**config.mk**
```make
export PLATFORM = sky130hd
export DESIGN_NAME = ps2_mouse_packet_tracker
export DESIGN_NICKNAME = d
export VERILOG_FILES = /design/src/sv/ps2mpt_pkg.sv /design/src/sv/ps2_mouse_packet_tracker.sv /design/src/sv/ps2mpt_csr.sv /design/src/sv/ps2mpt_in_stage.sv /design/src/sv/ps2mpt_track.sv
export SDC_FILE = /design/constraint.sdc
export NUM_CORES = 1
export LEC_CHECK = 0
export BUFFER_PORTS_ARGS = -buffer_cell sky130_fd_sc_hd__clkbuf_2
export CAP_MARGIN = 30
export CORE_MARGIN = 3
export CORE_UTILIZATION = 45
export DETAILED_ROUTE_END_ITERATION = 10
export GPL_TIMING_DRIVEN = 0
export PLACE_DENSITY = 0.64
export RECOVER_POWER = 50
export REMOVE_ABC_BUFFERS = 1
export SETUP_SLACK_MARGIN = 0.4
export SYNTH_ARGS = -nofsm -noshare
export SYNTH_HDL_FRONTEND = slang
export SYNTH_SLANG_ARGS = --single-unit
```
**constraint.sdc**
```tcl
create_clock -name clock -period 11 [get_ports clock]
set_input_delay 1.65 -clock clock [delete_from_list [all_inputs] [get_ports clock]]
set_output_delay 1.65 -clock clock [all_outputs]
set_load 0.02 [all_outputs]
```
**src/sv/ps2mpt_pkg.sv**
```systemverilog
// Shared types and constants for the PS/2 mouse packet tracker.
// No dependencies; imported by every module of the block.
package ps2mpt_pkg;

   localparam int unsigned POS_W      = 16;
   localparam int unsigned BYTE_W     = 8;
   localparam int unsigned CSR_DATA_W = 32;
   localparam int unsigned CSR_ADDR_W = 3;

   localparam logic [POS_W-1:0]  DEFAULT_MAX    = 16'd1000;
   localparam logic [POS_W-1:0]  START_POS      = 16'd500;
   localparam logic [BYTE_W-1:0] START_BIT_MASK = 8'h08;

   // Register index codes, taken from paddr bit 2.
   localparam logic REG_MAX_HORIZONTAL = 1'b0;
   localparam logic REG_MAX_VERTICAL   = 1'b1;

   typedef struct packed {
      logic              from_aux_port;
      logic [BYTE_W-1:0] rx_byte;
   } req_item_type;

   typedef struct packed {
      logic [POS_W-1:0] max_horizontal;
      logic [POS_W-1:0] max_vertical;
   } limits_type;

endpackage

```
**src/sv/ps2_mouse_packet_tracker.sv**
```systemverilog
// PS/2 mouse packet tracker: takes one controller byte per transaction, aligns
// three-byte mouse packets (first byte with bit 3 set, then X, then Y), adds X
// and subtracts Y from a position held inside the block, clamps each axis to
// 0..its limit register, and sends the new position when a packet completes.
// Bytes not flagged as coming from the mouse port are dropped. The block takes
// one byte every cycle while no Y byte is held back; a result appears on rsp
// when the tracking stage moves the Y byte of a packet from the input register
// into the result register. While an earlier position still waits on rsp, a Y
// byte stays in the input register and req_tready follows rsp_tready. Limits
// reset to 1000 and the position to 500 on each axis. Depends on ps2mpt_pkg and
// its submodules.
module ps2_mouse_packet_tracker (
   input  logic                                clock,
   input  logic                                reset,
   input  logic                                req_tvalid,
   output logic                                req_tready,
   input  logic [7:0]                          req_tdata,  // [7:0] rx_byte
   input  logic                                req_tuser,  // [0] from_aux_port
   output logic                                rsp_tvalid,
   input  logic                                rsp_tready,
   output logic [31:0]                         rsp_tdata,  // [15:0] pos_horizontal, [31:16] pos_vertical
   input  logic                                csr_psel,
   input  logic                                csr_penable,
   input  logic                                csr_pwrite,
   input  logic [ps2mpt_pkg::CSR_ADDR_W-1:0]   csr_paddr,
   input  logic [ps2mpt_pkg::CSR_DATA_W-1:0]   csr_pwdata,
   output logic [ps2mpt_pkg::CSR_DATA_W-1:0]   csr_prdata,
   output logic                                csr_pready
);
   import ps2mpt_pkg::*;

   req_item_type req_item;
   req_item_type item;
   logic         item_valid;
   logic         item_take;
   limits_type   limits;

   assign req_item.from_aux_port = req_tuser;
   assign req_item.rx_byte       = req_tdata;

   ps2mpt_csr u_csr (
      .clock       (clock),
      .reset       (reset),
      .csr_psel    (csr_psel),
      .csr_penable (csr_penable),
      .csr_pwrite  (csr_pwrite),
      .csr_paddr   (csr_paddr),
      .csr_pwdata  (csr_pwdata),
      .csr_prdata  (csr_prdata),
      .csr_pready  (csr_pready),
      .limits      (limits)
   );

   ps2mpt_in_stage u_in_stage (
      .clock      (clock),
      .reset      (reset),
      .req_tvalid (req_tvalid),
      .req_tready (req_tready),
      .req_item   (req_item),
      .item_valid (item_valid),
      .item       (item),
      .item_take  (item_take)
   );

   ps2mpt_track u_track (
      .clock      (clock),
      .reset      (reset),
      .item_valid (item_valid),
      .item       (item),
      .item_take  (item_take),
      .limits     (limits),
      .rsp_tvalid (rsp_tvalid),
      .rsp_tready (rsp_tready),
      .rsp_tdata  (rsp_tdata)
   );

endmodule

```
**src/sv/ps2mpt_csr.sv**
```systemverilog
// Configuration registers of the PS/2 mouse packet tracker (clamp limits).
// Depends on ps2mpt_pkg.
module ps2mpt_csr (
   input  logic                                    clock,
   input  logic                                    reset,
   input  logic                                    csr_psel,
   input  logic                                    csr_penable,
   input  logic                                    csr_pwrite,
   input  logic [ps2mpt_pkg::CSR_ADDR_W-1:0]       csr_paddr,
   input  logic [ps2mpt_pkg::CSR_DATA_W-1:0]       csr_pwdata,
   output logic [ps2mpt_pkg::CSR_DATA_W-1:0]       csr_prdata,
   output logic                                    csr_pready,
   output ps2mpt_pkg::limits_type                  limits
);
   import ps2mpt_pkg::*;

   limits_type limits_ff;
   limits_type limits_in;
   logic       wr_en;
   logic       reg_sel;

   assign csr_pready = 1'b1;
   assign wr_en      = csr_psel && csr_penable && csr_pwrite && csr_pready;
   assign reg_sel    = csr_paddr[2];

   always_comb begin
      limits_in = limits_ff;
      if (wr_en) begin
         case (reg_sel)
            REG_MAX_HORIZONTAL: limits_in.max_horizontal = csr_pwdata[POS_W-1:0];
            REG_MAX_VERTICAL:   limits_in.max_vertical   = csr_pwdata[POS_W-1:0];
            default:            limits_in = limits_ff;
         endcase
      end
   end

   always_ff @(posedge clock) begin
      if (reset) begin
         limits_ff.max_horizontal <= DEFAULT_MAX;
         limits_ff.max_vertical   <= DEFAULT_MAX;
      end else begin
         limits_ff <= limits_in;
      end
   end

   always_comb begin
      case (reg_sel)
         REG_MAX_HORIZONTAL: csr_prdata = {{(CSR_DATA_W-POS_W){1'b0}}, limits_ff.max_horizontal};
         REG_MAX_VERTICAL:   csr_prdata = {{(CSR_DATA_W-POS_W){1'b0}}, limits_ff.max_vertical};
         default:            csr_prdata = '0;
      endcase
   end

   assign limits = limits_ff;

endmodule

```
**src/sv/ps2mpt_in_stage.sv**
```systemverilog
// Input register of the PS/2 mouse packet tracker: holds one received byte
// until the tracking stage takes it. Depends on ps2mpt_pkg.
module ps2mpt_in_stage (
   input  logic                      clock,
   input  logic                      reset,
   input  logic                      req_tvalid,
   output logic                      req_tready,
   input  ps2mpt_pkg::req_item_type  req_item,
   output logic                      item_valid,
   output ps2mpt_pkg::req_item_type  item,
   input  logic                      item_take
);
   import ps2mpt_pkg::*;

   logic         valid_ff;
   logic         valid_in;
   req_item_type item_ff;
   req_item_type item_in;

   // The register refills in the same cycle that the tracker drains it.
   assign req_tready = !valid_ff || item_take;

   always_comb begin
      valid_in = req_tready ? req_tvalid : valid_ff;
      item_in  = (req_tvalid && req_tready) ? req_item : item_ff;
   end

   always_ff @(posedge clock) begin
      if (reset) begin
         valid_ff <= 1'b0;
      end else begin
         valid_ff <= valid_in;
      end
   end

   always_ff @(posedge clock) begin
      item_ff <= item_in;
   end

   assign item_valid = valid_ff;
   assign item       = item_ff;

endmodule

```
**src/sv/ps2mpt_track.sv**
```systemverilog
// Packet alignment, position update with clamping, and the result register.
// Depends on ps2mpt_pkg.
module ps2mpt_track (
   input  logic                         clock,
   input  logic                         reset,
   input  logic                         item_valid,
   input  ps2mpt_pkg::req_item_type     item,
   output logic                         item_take,
   input  ps2mpt_pkg::limits_type       limits,
   output logic                         rsp_tvalid,
   input  logic                         rsp_tready,
   output logic [2*ps2mpt_pkg::POS_W-1:0] rsp_tdata
);
   import ps2mpt_pkg::*;

   localparam logic [1:0] PHASE_WAIT_FIRST = 2'd0;
   localparam logic [1:0] PHASE_WAIT_X     = 2'd1;
   localparam logic [1:0] PHASE_WAIT_Y     = 2'd2;

   logic [1:0]        phase_ff, phase_in;
   logic [BYTE_W-1:0] held_dx_ff, held_dx_in;
   logic [POS_W-1:0]  cur_h_ff, cur_h_in;
   logic [POS_W-1:0]  cur_v_ff, cur_v_in;
   logic              rsp_valid_ff, rsp_valid_in;
   logic [POS_W-1:0]  rsp_h_ff, rsp_h_in;
   logic [POS_W-1:0]  rsp_v_ff, rsp_v_in;

   logic              completes;
   logic              out_free;
   logic signed [8:0] dx;
   logic signed [8:0] neg_dy;
   logic [POS_W-1:0]  new_h;
   logic [POS_W-1:0]  new_v;

   function automatic logic [POS_W-1:0] clamp_add(input logic [POS_W-1:0] pos,
                                                  input logic signed [8:0] delta,
                                                  input logic [POS_W-1:0] limit);
      logic signed [POS_W+1:0] sum;
      logic [POS_W-1:0]        res;
      sum = $signed({2'b00, pos}) + $signed({{(POS_W-7){delta[8]}}, delta});
      if (sum < 0) begin
         res = '0;
      end else if (sum > $signed({2'b00, limit})) begin
         res = limit;
      end else begin
         res = sum[POS_W-1:0];
      end
      return res;
   endfunction

   // Only the Y byte of a packet needs a free result register.
   assign completes = item.from_aux_port && (phase_ff == PHASE_WAIT_Y);
   assign out_free  = !rsp_valid_ff || rsp_tready;
   assign item_take = item_valid && (!completes || out_free);

   assign dx     = $signed({held_dx_ff[BYTE_W-1], held_dx_ff});
   assign neg_dy = 9'sd0 - $signed({item.rx_byte[BYTE_W-1], item.rx_byte});
   assign new_h  = clamp_add(cur_h_ff, dx, limits.max_horizontal);
   assign new_v  = clamp_add(cur_v_ff, neg_dy, limits.max_vertical);

   always_comb begin
      phase_in   = phase_ff;
      held_dx_in = held_dx_ff;
      cur_h_in   = cur_h_ff;
      cur_v_in   = cur_v_ff;
      if (item_take && item.from_aux_port) begin
         case (phase_ff)
            PHASE_WAIT_X: begin
               held_dx_in = item.rx_byte;
               phase_in   = PHASE_WAIT_Y;
            end
            PHASE_WAIT_Y: begin
               phase_in = PHASE_WAIT_FIRST;
               cur_h_in = new_h;
               cur_v_in = new_v;
            end
            default: begin
               // A first byte must carry the always-one bit, otherwise it is dropped.
               phase_in = ((item.rx_byte & START_BIT_MASK) != '0) ? PHASE_WAIT_X
                                                                 : PHASE_WAIT_FIRST;
            end
         endcase
      end
   end

   always_comb begin
      rsp_valid_in = rsp_valid_ff;
      rsp_h_in     = rsp_h_ff;
      rsp_v_in     = rsp_v_ff;
      if (item_take && completes) begin
         rsp_valid_in = 1'b1;
         rsp_h_in     = new_h;
         rsp_v_in     = new_v;
      end else if (rsp_tready) begin
         rsp_valid_in = 1'b0;
      end
   end

   always_ff @(posedge clock) begin
      if (reset) begin
         phase_ff     <= PHASE_WAIT_FIRST;
         cur_h_ff     <= START_POS;
         cur_v_ff     <= START_POS;
         rsp_valid_ff <= 1'b0;
      end else begin
         phase_ff     <= phase_in;
         cur_h_ff     <= cur_h_in;
         cur_v_ff     <= cur_v_in;
         rsp_valid_ff <= rsp_valid_in;
      end
   end

   always_ff @(posedge clock) begin
      held_dx_ff <= held_dx_in;
      rsp_h_ff   <= rsp_h_in;
      rsp_v_ff   <= rsp_v_in;
   end

   assign rsp_tvalid = rsp_valid_ff;
   assign rsp_tdata  = {rsp_v_ff, rsp_h_ff};

endmodule

```
Yosys cells after proc, flatten, opt, wreduce, memory -nomap -nowiden

Cells that the tools add are included.

Flip-flop bits (word level): 117
Input port bits: 51
Output and inout bits: 67
Logic and storage cells: 49

$add $sub $neg: 3
Magnitude comparators: 4
Equality and inequality tests: 2
Multiplexer cells: 9
Bitwise logic cells: 1
Reductions and logical operators: 18

Operators with widths:

| kind                                                         | number |
|---|---|
| 2-to-1 mux 16 bit                                            | 4 |
| case mux 32 bit (2 select lines)                             | 1 |
| > comparator 18 x 17 -> 1 bit                                | 2 |
| less-than comparator 18 x 1 -> 1 bit (second input constant) | 2 |
| adder 17 x 8 -> 18 bit                                       | 1 |
| adder 17 x 9 -> 18 bit                                       | 1 |
| subtractor 1 x 8 -> 9 bit (first input constant)             | 1 |
| AND reduction 2 bit                                          | 4 |
| logical AND 1 bit                                            | 7 |
| case mux 2 bit (2 select lines)                              | 1 |
| zero test 1 bit                                              | 3 |
| logical OR 1 bit                                             | 3 |
| 2-to-1 mux 1 bit                                             | 3 |
| equality test 2 x 1 -> 1 bit (second input constant)         | 1 |
| equality test 2 bit (second input constant)                  | 1 |
| nonzero test 2 bit                                           | 1 |
| NOT 1 bit                                                    | 1 |

Longest topological paths before layout

Gate-level depths: netlist (run 1).

Depth after elaboration: 7
Gate-level depth with buffers: 22
Depth with buffers taken out: 21

By module

A second synthesis (run 1) with hierarchy kept.

Cell total of the unflattened synthesis: 806
Area total of the unflattened synthesis: 7656.1 sq um

Modules (own cells, without submodules):

| module          | times used | cells an instance | area each (sq um) | seq. area each (sq um) |
|---|---|---|---|---|
| ps2mpt_track    | 1          | 631               | 5679.2            | 1901.8 |
| ps2mpt_csr      | 1          | 161               | 1651.6            | 640.6 |
| ps2mpt_in_stage | 1          | 14                | 325.3             | 290.3 |

Worst setup path before layout (run 1)

Ideal clock, no wire load.

Path type: flip-flop to flip-flop
Start: reg u_track.held_dx_ff[7]
End: reg u_track.cur_h_ff[10]
Setup time: 115 ps
Arrival: 4037 ps
Required time: 10885 ps
Path slack: 6849 ps
Cell stages (with the launch flop): 19
Cell sequence: edfxtp_1 -> ha_1 -> nand3_1 -> o21bai_1 -> o221ai_1 -> a21oi_1 -> o21bai_1 -> a21o_1 -> xor2_1 -> ha_1 -> a211o_1 -> o211ai_1 -> a21oi_1 -> a2111oi_0 -> nor2_1 -> o31ai_1 -> o21ai_2 -> a22o_1 -> o21a_1

Word-level cells in the longest chain between the ends: 4

RTL lines:

| element                       | RTL line            | text |
|---|---|---|
| from (decl)                   | ps2mpt_track.sv:21  | `logic [BYTE_W-1:0] held_dx_ff, held_dx_in;` |
| from (signal assigned)        | ps2mpt_track.sv:114 | `held_dx_ff <= held_dx_in;` |
| adder 17 x 8 -> 18 bit *      | ps2mpt_track.sv:40  | `sum = $signed({2'b00, pos}) + $signed({{(POS_W-7){delta[8]}}, delta});` |
| > comparator 18 x 17 -> 1 bit | ps2mpt_track.sv:43  | `end else if (sum > $signed({2'b00, limit})) begin` |
| 2-to-1 mux 16 bit             | ps2mpt_track.sv:43  |  |
| 2-to-1 mux 16 bit *           | ps2mpt_track.sv:41  | `if (sum < 0) begin` |
| via u_track.new_h[10]         | ps2mpt_track.sv:32  | `logic [POS_W-1:0] new_h;` |
| to (signal assigned)          | ps2mpt_track.sv:107 | `cur_h_ff <= cur_h_in;` |
| to (decl)                     | ps2mpt_track.sv:22  | `logic [POS_W-1:0] cur_h_ff, cur_h_in;` |

The timed path passes the listed nets; every way through them passes the cells marked *.
A chain may end at the register's enable or synchronous reset.

Worst setup path after layout (run 1)

Start: reg u_track.held_dx_ff[7]
End: reg u_track.rsp_h_ff[14] (data pin)

Word-level cells in the longest chain between the ends: 4

RTL lines:

| element                       | RTL line            | text |
|---|---|---|
| adder 17 x 8 -> 18 bit *      | ps2mpt_track.sv:40  |  |
| > comparator 18 x 17 -> 1 bit | ps2mpt_track.sv:43  |  |
| 2-to-1 mux 16 bit             | ps2mpt_track.sv:43  |  |
| 2-to-1 mux 16 bit *           | ps2mpt_track.sv:41  |  |
| via u_track.new_h[14]         | ps2mpt_track.sv:32  |  |
| to (signal assigned)          | ps2mpt_track.sv:115 | `rsp_h_ff <= rsp_h_in;` |
| to (decl)                     | ps2mpt_track.sv:25  | `logic [POS_W-1:0] rsp_h_ff, rsp_h_in;` |

Marked as above.

==> results of run 1 <==
-- through the flow --
stage	utilization (%)	instances	cell area [sq um]	power (uW)	worst slack [ns]
2_1_floorplan	-	759	6980	571	6.70
3_3_place_gp	49.8	1052	7650	613	4.78
3_5_place_dp	50.4	1059	7750	614	5.84
4_1_cts	54.1	1091	8320	1140	5.78
5_1_grt	53.6	1091	8240	1180	5.36
6_report	53.6	1091	8240	1130	5.72
-- power by group through the flow --
stage,logic (uW),registers (uW),clock network (uW)
global route,155,467,555
finish,140,467,527
floorplan,98.0,473,0
detailed placement,139,475,0
global placement,137,475,0
CTS,140,466,537
-- flip-flops by register name, summed over array words and instances (netlist names) --
signal                 count
u_track.rsp_h_ff          16
u_csr.limits              32
u_in_stage.item            9
u_track.cur_v_ff          16
u_track.rsp_v_ff          16
u_track.phase_ff           2
u_track.cur_h_ff          16
u_track.held_dx_ff         8
u_in_stage.item_valid      1
u_track.rsp_tvalid         1
-- placed cells by master (no fill, tap or decap), drive strengths merged, types with 4 or more instances in the layout --
master,n
a21oi,65
dfxtp,68
xnor2,22
nand2b,7
o22a,8
nor2,84
nand2,88
o31ai,5
a21o,8
clkinv,6
edfxtp,49
mux2i,14
clkbuf,108
inv,66
conb,17
a211oi,6
nand4,10
nor3,5
a211o,16
o21a,23
o21ai,46
xor2,4
and3,4
ha,68
o21bai,8
a22o,18
nand3,12
-- metal layers --
metal  routed length (microns)  GRT usage (%)  vias to the layer above  part of all wire [%]
met5                         0              0                        -                     0
met4                       320           6.93                        0                   1.8
met3                       647           4.16                       29                   3.7
met2                      8330           34.1                      122                    47
met1                      8270           25.9                     2736                    47
li1                          -              -                     2928                     -
-- kinds of logic (layout without fill, tap and decap cells) --
logic type / Yosys count / after routing / share of synthesized area [%]
muxes: 15 / 15 / 2.11
xor gates and xnor gates: 26 / 26 / 3.17
AOI/OAI and AO/OA: 229 / 229 / 22.8
buffers and inverters: 109 / 187 / 6.92
DFF: 117 / 117 / 39.5
and+or+nand+nor: 219 / 219 / 13.0
adders and majority gates: 70 / 70 / 12.4
other: 2 / 17 / 0.105
-- final timing paths --
path,startpoint,end,slack (ns)
max,u_track.held_dx_ff[7],u_track.rsp_h_ff[14],5.72
min,u_csr.limits[31],u_csr.limits[31],0.45
max reg2reg,u_track.held_dx_ff[7],u_track.rsp_h_ff[14],5.72
min reg2reg,u_csr.limits[31],u_csr.limits[31],0.45
-- critical path: stages, from the launching register on --
cell	delay (ns)
edfxtp_1	0.74
ha_1	0.44
nand3_1	0.15
o21bai_1	0.15
o221ai_1	0.16
a21oi_1	0.32
o21bai_1	0.10
a21o_1	0.19
xor2_1	0.24
ha_1	0.30
a211o_1	0.29
o211ai_1	0.08
a21oi_1	0.13
a2111oi_0	0.40
nor2_1	0.20
a21oi_2	0.63
mux2i_1	0.41
nor2_1	0.08
-- layout make-up --
type                       count  area share (%)
multi-input combinational    576            47.3
sequential                   117            34.4
clock buffer                  22            5.88
timing repair buffer          89            5.22
tap                          211            3.20
inverter                      66            3.01
clock inverter                10           0.972
==> results.md, run 1 <==
* Most common cell in the netlist: nand2_1
* I/O pin cnt at 118
* Worst Reg-to-Reg Cells at 17
* Row cnt at between 40 and 50
* Yosys top cell by area: edfxtp_1
* Sw Ratio at 25.4%
* Mapped Area at 0.00717 sq mm
* Power share of the combinational group at approximately 12%
* Layout cell share with drive strength beyond 1 at 12.2%
* Sequential Power Share at between 40 and 50%
* Max-Slew Margin vs Limit at 13.9%
* Via count at 5,815
* Vias in the first global route at about 5,600
* Vias per inst at 5.33
* CTS tree: yes
* Leading register cell type out of synthesis: dfxtp_1
* Slew @ Worst Pin at about 1.3 ns
* Die Width at around 130 microns
* Seq/Total Area, Yosys at 39.5%
* Footprint of the multi-input gates at between 0.003 and 0.004 sq mm
* # Post-CTS Setup Buffers at 0
* Port Buffers at between 80 and 90
* Fin crit period at 5.28 ns
* Filler instances at 1,480
* Setup CP Type: reg2reg
* DRC Markers at 0
* Clk Latency, worst-skew pair at 0.41 ns
* Worst-path clk slew at roughly 0.05 ns
* Root Driver: clkbuf_16
* Hold depth at 2
* Max Clk Rate at 189 MHz
* Yosys cell types at 67
* Final WL at 17,600 microns
* Static leakage at 0.00341 uW
* # Max-Cap Violations at 0
* Largest net degree at the start of global routing at 38
* Total CTS buffers at 17
* Worst EP arrival at 5.44 ns
* Post-route setup TNS at 0 ns
* CTS hold repair buffers at 0
* Top post-synthesis cells by count: nand2_1 (88), nor2_1 (83), dfxtp_1 (68), ha_1 (68), inv_1 (66)
* Worst Setup Start Kind: flip-flop
* Maximum vdd drop at ~0.085 mV
* Routed len/inst at 16.1 microns
* DRT iter0 DRCs at 318
* Clock sinks at 117
* First-pass GRT wire length at 28,100 microns
* Gp weighted congestion at between 0.9 and 1
* Initial antenna violation count at 0
* Pint at 845 uW
* DRT Pass-1 Iters at 7
* Placeable Area at 0.0154 sq mm
* Die Y at roughly 130 microns
* P_sw at 288 uW
* Pwr dens at ~140 mW/mm^2
* Tcrit/Tclk final at 48.0%
* # nets final at 988
* Die Area at 0.0175 sq mm
* Sequential Area at between 0.002 and 0.003 sq mm
* GRT Util Overall at about a fifth
* Fin. max-slew vios at 0
* Area grow syn2layout at 14.9%
* Post-CTS Resized at 0
* Hold WC Path Type: reg2reg
* Number of enable flip-flop cells after synthesis at 49
* Crit Path Max Fanout at 15
* Avg Cell Area, Syn at 9.11 sq um
* Worst Skew at 0.00897 ns
* Seq cells post-synth at 117
* WP data required at around 11 ns
* Total grt overflow at 0
* Crit end category: flip-flop
* HPWL after detailed placement at 13,300 microns
* Status: finished clean
* Clk pwr share at 46.5%
* Post-route ant nets at 0
* Max clock buf depth at 2
* Antenna Diode Count at 0
* RSZ-0062 raised after global routing: no
* Hold Fails Final Rpt at 0
* Post-Syn Instances at 787
* Final setup viols at 0
* Synthesis warning total at 0
* FFs w/ async S/R, synth at 0%
* Dominant cells by area after synthesis: edfxtp_1 (21%), dfxtp_1 (19%), ha_1 (12%), nand2_1 (4.6%), nor2_1 (4.3%)
* Initial Utilization at 46.7%
* Share of the synthesized area in the top cell type at 20.5%
* Hold_ws at 0.454 ns
* H-tree Lvls at 4
(Power assumes the default switching activity.)
==> run 2, diff against run 1 <==
Settings changed: PLACE_DENSITY 0.64 to 0.67.
Clock period 11 ns to 4.75 ns, I/O delays scaled along.
==> run 2 against run 1 <==
Against the previous run: via count grew 4.2%; register-to-register slack got worse by 5.2 ns; die area is the same; setup slack worse by 5.2 ns; sequential share of layout area decreased by 2.7 points; first-iteration DRC count increased by 49%; flip-flop and latch count did not move; critical endpoint is now u_track.cur_h_ff[10].
==> results.md, run 2 (synthesis results as in run 1) <==
* Max clock buf depth at 2 (unchanged)
* Worst EP arrival at 4.60 ns (-0.84 ns)
* Buf+Inv Stages, Crit Path at 0 (unchanged)
* First-pass GRT wire length at 29,200 microns (+3.8%)
* Clock sinks at 117 (unchanged)
* HPWL after detailed placement at 13,400 microns (+0.97%)
* Vias per inst at 5.40 (+1.2%)
* CP delay by family, top: compound AO/OA/AOI/OAI gates
* DRT Pass-1 Iters at 5 (-2)
* Footprint of the multi-input gates at 0.00428 sq mm (+9.7%)
* Worst-path clk slew at 0.06 ns (about the same)
* Reg-to-Reg Start: u_track.held_dx_ff[7]
* DRC Markers at 0 (unchanged)
* Worst Skew at 0.0101 ns (+0.00115 ns)
* Most frequent cells in the layout: nand2_1 (88), nor2_1 (78), dfxtp_1 (68)
* Final Util at 58.1% (+4.5 points)
* # nets final at 1,020 (+3.2%)
* RSZ-0062 raised after global routing: yes
* I/O pin cnt at 118 (unchanged)
* Sequential Area at 0.00283 sq mm (unchanged)
* Root Driver: clkbuf_16
* GRT Util Overall at 21.0% (+0.79 points)
* Die Y at 132 microns (unchanged)
* Pint at 2060 uW (+140%)
* Hold Fails Final Rpt at 0 (unchanged)
* Cell depth of the worst setup path at 18 (+1)
* Hold depth at 2 (unchanged)
* P_sw at 734 uW (+150%)
* CTS tree: yes
* Filler instances at 1,344 (-9.2%)
* Fin crit period at 4.28 ns (-1.00 ns)
* Die Width at 132 microns (unchanged)
* DRT iter0 DRCs at 473 (+49%)
* Row cnt at 45 (unchanged)
* Crit path largest cell delay at 0.48 ns (-0.26 ns)
* Crit path cell chain: ha_4 > nand3_1 > o21bai_1 > o221ai_1 > a21oi_2 > o21bai_1 > a21o_1 > xor2_2 > ha_1 > a211o_1 > o211ai_1 > a21oi_2 > a2111oi_4 > nor2_4 > o31ai_2 > o21ai_2 > a22o_1 > o21a_1
* Clk Latency, worst-skew pair at 0.43 ns (+0.02 ns)
* Placeable Area at 0.0154 sq mm (unchanged)
* Sw Ratio at 26.3% (+0.87 points)
* Hold WC Path Type: reg2reg
* Die Area at 0.0175 sq mm (unchanged)
* Slew @ Worst Pin at 1.31 ns (+0.0156 ns)
* Internal reg-to-reg setup slack at 0.47 ns (-5.25 ns)
* CP endpoint: u_track.cur_h_ff[10]
* Total grt overflow at 0 (unchanged)
* Max-Slew Margin vs Limit at 12.9% (-1.0 points)
* H-tree Lvls at 4 (unchanged)
* WP data required at 5.06 ns (-6.10 ns)
* Clk pwr share at 47.3% (+0.8 points)
* Setup CP Type: reg2reg
* Tcrit/Tclk final at 90.2% (+42 points)
* Status: finished clean
* Crit end category: flip-flop
* Static leakage at 0.00362 uW (+6.3%)
* Hold_ws at 0.450 ns (-0.00321 ns)
* Layout cell share with drive strength beyond 1 at 20.0% (+7.8 points)
* Port Buffers at 82 (unchanged)
* Slowest-stage cell, CP: edfxtp_1
* Initial antenna violation count at 0 (unchanged)
* Via count at 6,059 (+4.2%)
* Max Clk Rate at 233 MHz (+23%)
* Crit Path Max Fanout at 7 (-8)
* Vias in the first global route at 5,813 (+4.2%)
* # Max-Cap Violations at 0 (unchanged)
* Initial Utilization at 46.7% (unchanged)
* Pwr dens at 313 mW/mm^2 (+130%)
* Post-route ant nets at 0 (unchanged)
* Routed len/inst at 17.0 microns (+5.3%)
* Tot Pwr at 2790 uW (+150%)
* Largest register FFs at 32 (unchanged)
* Power share of the combinational group at 14.0% (+1.7 points)
* Area grow syn2layout at 24.5%
* Crit path launch: u_track.held_dx_ff[7]
* Final setup viols at 0 (unchanged)
* Fin. max-slew vios at 0 (unchanged)
* Worst Setup Start Kind: flip-flop
* Gp weighted congestion at 0.890 (-2.3%)
* Hold path startpoint: u_track.cur_h_ff[14]
* Sequential Power Share at 38.7% (-2.5 points)
* Reg2Reg Capture Point: u_track.cur_h_ff[10]
* Commonest non-fill, non-tap cell in the layout: nand2_1
* Final WL at 19,000 microns (+8.4%)
* Largest net degree at the start of global routing at 42 (+11%)
* Worst Reg-to-Reg Cells at 18 (+1)
* Total CTS buffers at 17 (unchanged)
* Antenna Diode Count at 0 (unchanged)
* Maximum vdd drop at 0.237 mV (+180%)
-- run 2: changes by cell type in the layout (fill, tap and decap cells not counted), moves of 5 or more --
| cell | before | now |
|---|---|---|
| ha_2 | 0 | 5 |
| ha_1 | 68 | 56 |
| o21ai_1 | 10 | 17 |
| nor2_1 | 83 | 78 |
| o21ai_0 | 34 | 27 |
| a21oi_1 | 61 | 55 |
| clkinv_4 | 0 | 5 |
| ha_4 | 0 | 7 |
| buf_4 | 1 | 28 |
| clkbuf_1 | 39 | 45 |
| clkbuf_2 | 48 | 41 |
-- run 2: metrics by stage --
step | cell area [sq um] | worst slack, ns | instances | setup TNS [ns]
6_report | 8930 | 0.466 | 1123 | 0
5_1_grt | 8930 | 0.339 | 1123 | 0
4_1_cts | 8600 | 0.401 | 1102 | 0
3_5_place_dp | 7740 | -0.383 | 1058 | -8.39
3_3_place_gp | 7650 | -0.545 | 1052 | -12.25
2_1_floorplan | 6980 | 0.453 | 759 | 0
-- run 2: worst register-to-register path, delay by kind of cell (launching register included) --
kind                       cells  cell delay [ns]
xor gates and xnor gates       1             0.21
DFF                            1             0.48
AOI/OAI and AO/OA             13             2.58
adders and majority gates      2             0.65
and+or+nand+nor                2             0.26
-- run 2: final cells by class --
class,instances,share of cell area (%)
Clock buffer,18,4.81
Tap cell,211,2.96
Timing Repair Buffer,120,7.78
Multi-Input combinational cell,577,47.9
Clock inverter,14,2.00
Inverter,66,2.82
Sequential cell,117,31.7
-- run 2: power groups by stage --
stage	registers, uW	clock network [uW]	logic (uW)
6_report	1080	1320	391
3_5_place_dp	1100	0	321
2_1_floorplan	1100	0	227
3_3_place_gp	1100	0	316
4_1_cts	1080	1330	354
5_1_grt	1080	1380	425
-- run 2: how the worst min path moves through the flow --
stage / end / slack (ns)
finish: u_track.cur_h_ff[14] / 0.45
global route: u_in_stage.item[3] / 0.45
CTS: u_track.held_dx_ff[1] / 0.45
detailed placement: u_track.held_dx_ff[1] / 0.44
global placement: u_track.held_dx_ff[1] / 0.44
floorplan: u_track.held_dx_ff[1] / 0.43
-- run 2: repair_timing --
| action | CTS | global route |
|---|---|---|
| buffers inserted | 11 | 21 |
| pin swaps | 12 | 48 |
| hold buffers | 0 | 0 |
| cloned | 1 | 0 |
| setup endpoints to repair | 64 | 64 |
| hold endpoints to repair | 0 | 0 |
| gates resized for setup | 24 | 50 |
-- run 2: layer usage --
metal,part of all wire (%),routed length (microns),vias up,GRT usage (%)
met5,0,0,-,0
met3,4.1,776,45,3.55
met2,50,9480,148,36.3
met1,43,8190,2869,25.5
met4,3.1,588,0,9.70
li1,-,-,2997,-
==> run 3, diff against run 2 <==
Settings changed: REMOVE_ABC_BUFFERS 1 to not set.
==> run 3 against run 2 <==
Against the previous run: routed wire length rose by 7.1%; critical path type unchanged; first-iteration DRC count decreased by 18%; die area unchanged; non-clock buffer count grew 30; fmax decreased by 0.20%; hold slack is essentially flat; sequential power barely moved; final cell count up 2.6%; sequential share of layout area down 0.80 points; total power shrank 0.94%.
==> results.md, run 3 (synthesis results as in run 1) <==
* Status: finished clean
* Die Y at 132 microns (unchanged)
* Crit end category: flip-flop
* Reg-to-Reg Start: u_in_stage.item[7]
* Area grow syn2layout at 27.7%
* First-pass GRT wire length at 31,000 microns (+6.1%)
* Pwr dens at 302 mW/mm^2 (-3.4%)
* # Max-Cap Violations at 0 (unchanged)
* Largest register FFs at 32 (unchanged)
* Sequential Power Share at 39.2% (+0.5 points)
* Setup CP Type: reg2reg
* Filler instances at 1,330 (-1.0%)
* Largest net degree at the start of global routing at 24 (-43%)
* Hold depth at 2 (unchanged)
* WHS Endpoint: u_track.cur_h_ff[3]
* Post-route worst setup slack at 0.457 ns (-0.00855 ns)
* Commonest non-fill, non-tap cell in the layout: nand2_1
* Static leakage at 0.00374 uW (+3.2%)
* Die Area at 0.0175 sq mm (unchanged)
* Row cnt at 45 (unchanged)
* Maximum vdd drop at 0.270 mV (+14%)
* Port Buffers at 81 (-1.2%)
* Antenna Diode Count at 0 (unchanged)
* Max Clk Rate at 233 MHz (-0.20%)
* Hold path startpoint: u_track.cur_h_ff[3]
* # nets final at 1,049 (+2.8%)
* Hold Fails Final Rpt at 0 (unchanged)
* Most frequent cells in the layout: nand2_1 (88), nor2_1 (78), dfxtp_1 (68)
* CTS tree: yes
* DRC Markers at 0 (unchanged)
* I/O pin cnt at 118 (unchanged)
* Worst-path clk slew at 0.06 ns (about the same)
* Worst Setup Start Kind: flip-flop
* Tot Pwr at 2770 uW (-0.94%)
* Total grt overflow at 0 (unchanged)
* Worst Skew at 0.00780 ns (-0.00232 ns)
* Tcrit/Tclk final at 90.4% (+0.18 points)
* WP data required at 5.07 ns (about the same)
* RSZ-0062 raised after global routing: yes
* Initial antenna violation count at 0 (unchanged)
* Max-Slew Margin vs Limit at 38.4% (+26 points)
* Vias per inst at 5.42 (+0.44%)
* Vias in the first global route at 5,965 (+2.6%)
* Finished Cell Area at 0.00916 sq mm (+2.6%)
* HPWL after detailed placement at 14,800 microns (+10%)
* Gp weighted congestion at 0.910 (+2.3%)
* Initial Utilization at 46.7% (unchanged)
* Placeable Area at 0.0154 sq mm (unchanged)
* Power share of the combinational group at 15.1% (+1.1 points)
* Fin. max-slew vios at 0 (unchanged)
* Clk Latency, worst-skew pair at 0.43 ns (about the same)
* Crit Path Max Fanout at 6 (-1)
* Internal reg-to-reg setup slack at 0.46 ns (about the same)
* GRT Util Overall at 22.7% (+1.7 points)
* H-tree Lvls at 4 (unchanged)
* Post-route setup TNS at 0 ns (unchanged)
* Final setup viols at 0 (unchanged)
* Max clock buf depth at 2 (unchanged)
* Crit path launch: u_in_stage.item[7]
* Die Width at 132 microns (unchanged)
* Pre-CTS WS at -0.211 ns (+0.172 ns)
* Layout cell share with drive strength beyond 1 at 21.0% (+1.1 points)
* Worst EP arrival at 4.61 ns (about the same)
* Area after DPL at 0.00793 sq mm (+2.4%)
* Routed len/inst at 17.7 microns (+4.4%)
* Reg2Reg Capture Point: u_track.cur_v_ff[4]
* Final WL at 20,400 microns (+7.1%)
* Clk pwr share at 45.7% (-1.6 points)
* Slew @ Worst Pin at 0.919 ns (-0.388 ns)
* Worst Reg-to-Reg Cells at 20 (+2)
* Hold WC Path Type: reg2reg
* DRT iter0 DRCs at 387 (-18%)
* DRT Pass-1 Iters at 5 (unchanged)
* Sw Ratio at 26.3% (about the same)
* Clock sinks at 117 (unchanged)
* Via count at 6,243 (+3.0%)
* Post-route ant nets at 0 (unchanged)
* Root Driver: clkbuf_16
* Pint at 2040 uW (-0.93%)
* Fin crit period at 4.29 ns (+0.00855 ns)
* Total CTS buffers at 17 (unchanged)
* P_sw at 727 uW (-0.95%)
run 3: cell count changes in the layout (fill, tap and decap cells not counted), moves of 4 or more:
cell,previous run,this run
a22o_2,5,1
a22o_4,6,10
buf_4,28,35
buf_6,1,6
clkbuf_1,45,59
clkinv_4,5,1
mux2i_1,12,4
mux2i_4,0,8
o21ai_1,17,12
run 3: area by class of cell:
type	instances	area [sq um]	share of cell area, %
Buffer	43	254	2.77
Clock buffer	21	493	5.38
Clock inverter	11	93.8	1.02
Inverter	66	251	2.75
Multi-Input combinational cell	576	4370	47.7
Sequential cell	117	2830	30.9
Tap cell	211	264	2.88
Timing Repair Buffer	107	603	6.59
run 3: routing by layer:
metal  share of wire [%]  global-route usage (%)  up-vias  routed length, microns
li1                    -                       -     3045                       -
met5                   0                       0        -                       0
met1                  45                    30.1     2960                    9120
met2                  47                    37.0      200                    9620
met3                 5.8                    5.00       38                    1180
met4                 2.2                    7.39        0                     453
run 3: critical path, stage by stage (launching register included):
cell,delay (ns)
edfxtp_1,0.44
clkinvlp_4,0.18
buf_12,0.16
ha_4,0.23
a211oi_2,0.23
nand2_1,0.09
a211o_1,0.25
o21a_1,0.21
a21o_1,0.17
a21oi_2,0.18
xor2_2,0.23
ha_1,0.29
nand2_1,0.08
nor2_2,0.05
o21a_1,0.10
o31a_1,0.29
o21a_1,0.22
a2bb2oi_4,0.18
buf_6,0.16
a22o_4,0.25
o22a_1,0.20
run 3: power by group through the flow:
stage	Combinational, uW	Sequential [uW]	Clock (uW)
after floorplan	255	1100	0
after global placement	342	1100	0
after detailed placement	343	1100	0
after CTS	371	1080	1280
after global routing	453	1080	1330
final	419	1080	1260
run 3: timing repair:
action	in CTS	in global routing
gates resized for setup	38	53
pin swaps	11	43
gates cloned	2	0
hold endpoints to repair	0	0
endpoints found under the setup margin	64	64
hold buffers	0	0
buffers inserted	12	11
run 3: worst max-delay path by stage:
stage,end,slack (ns)
global placement,u_track.cur_h_ff[10],-0.20
finish,u_track.cur_v_ff[4],0.46
detailed placement,u_track.rsp_h_ff[1],-0.21
CTS,u_track.cur_v_ff[4],0.41
global route,u_track.cur_v_ff[2],0.29
floorplan,u_track.cur_h_ff[10],0.60
run 3: metrics by stage:
| step | instances | hold slack (ns) | util (%) |
|---|---|---|---|
| final | 1152 | 0.450 | 59.6 |
| after global routing | 1152 | 0.445 | 59.6 |
| after CTS | 1141 | 0.449 | 57.4 |
| after detailed placement | 1095 | 0.446 | 51.6 |
| after global placement | 1094 | 0.444 | 51.4 |
| after floorplan | 802 | 0.426 | - |
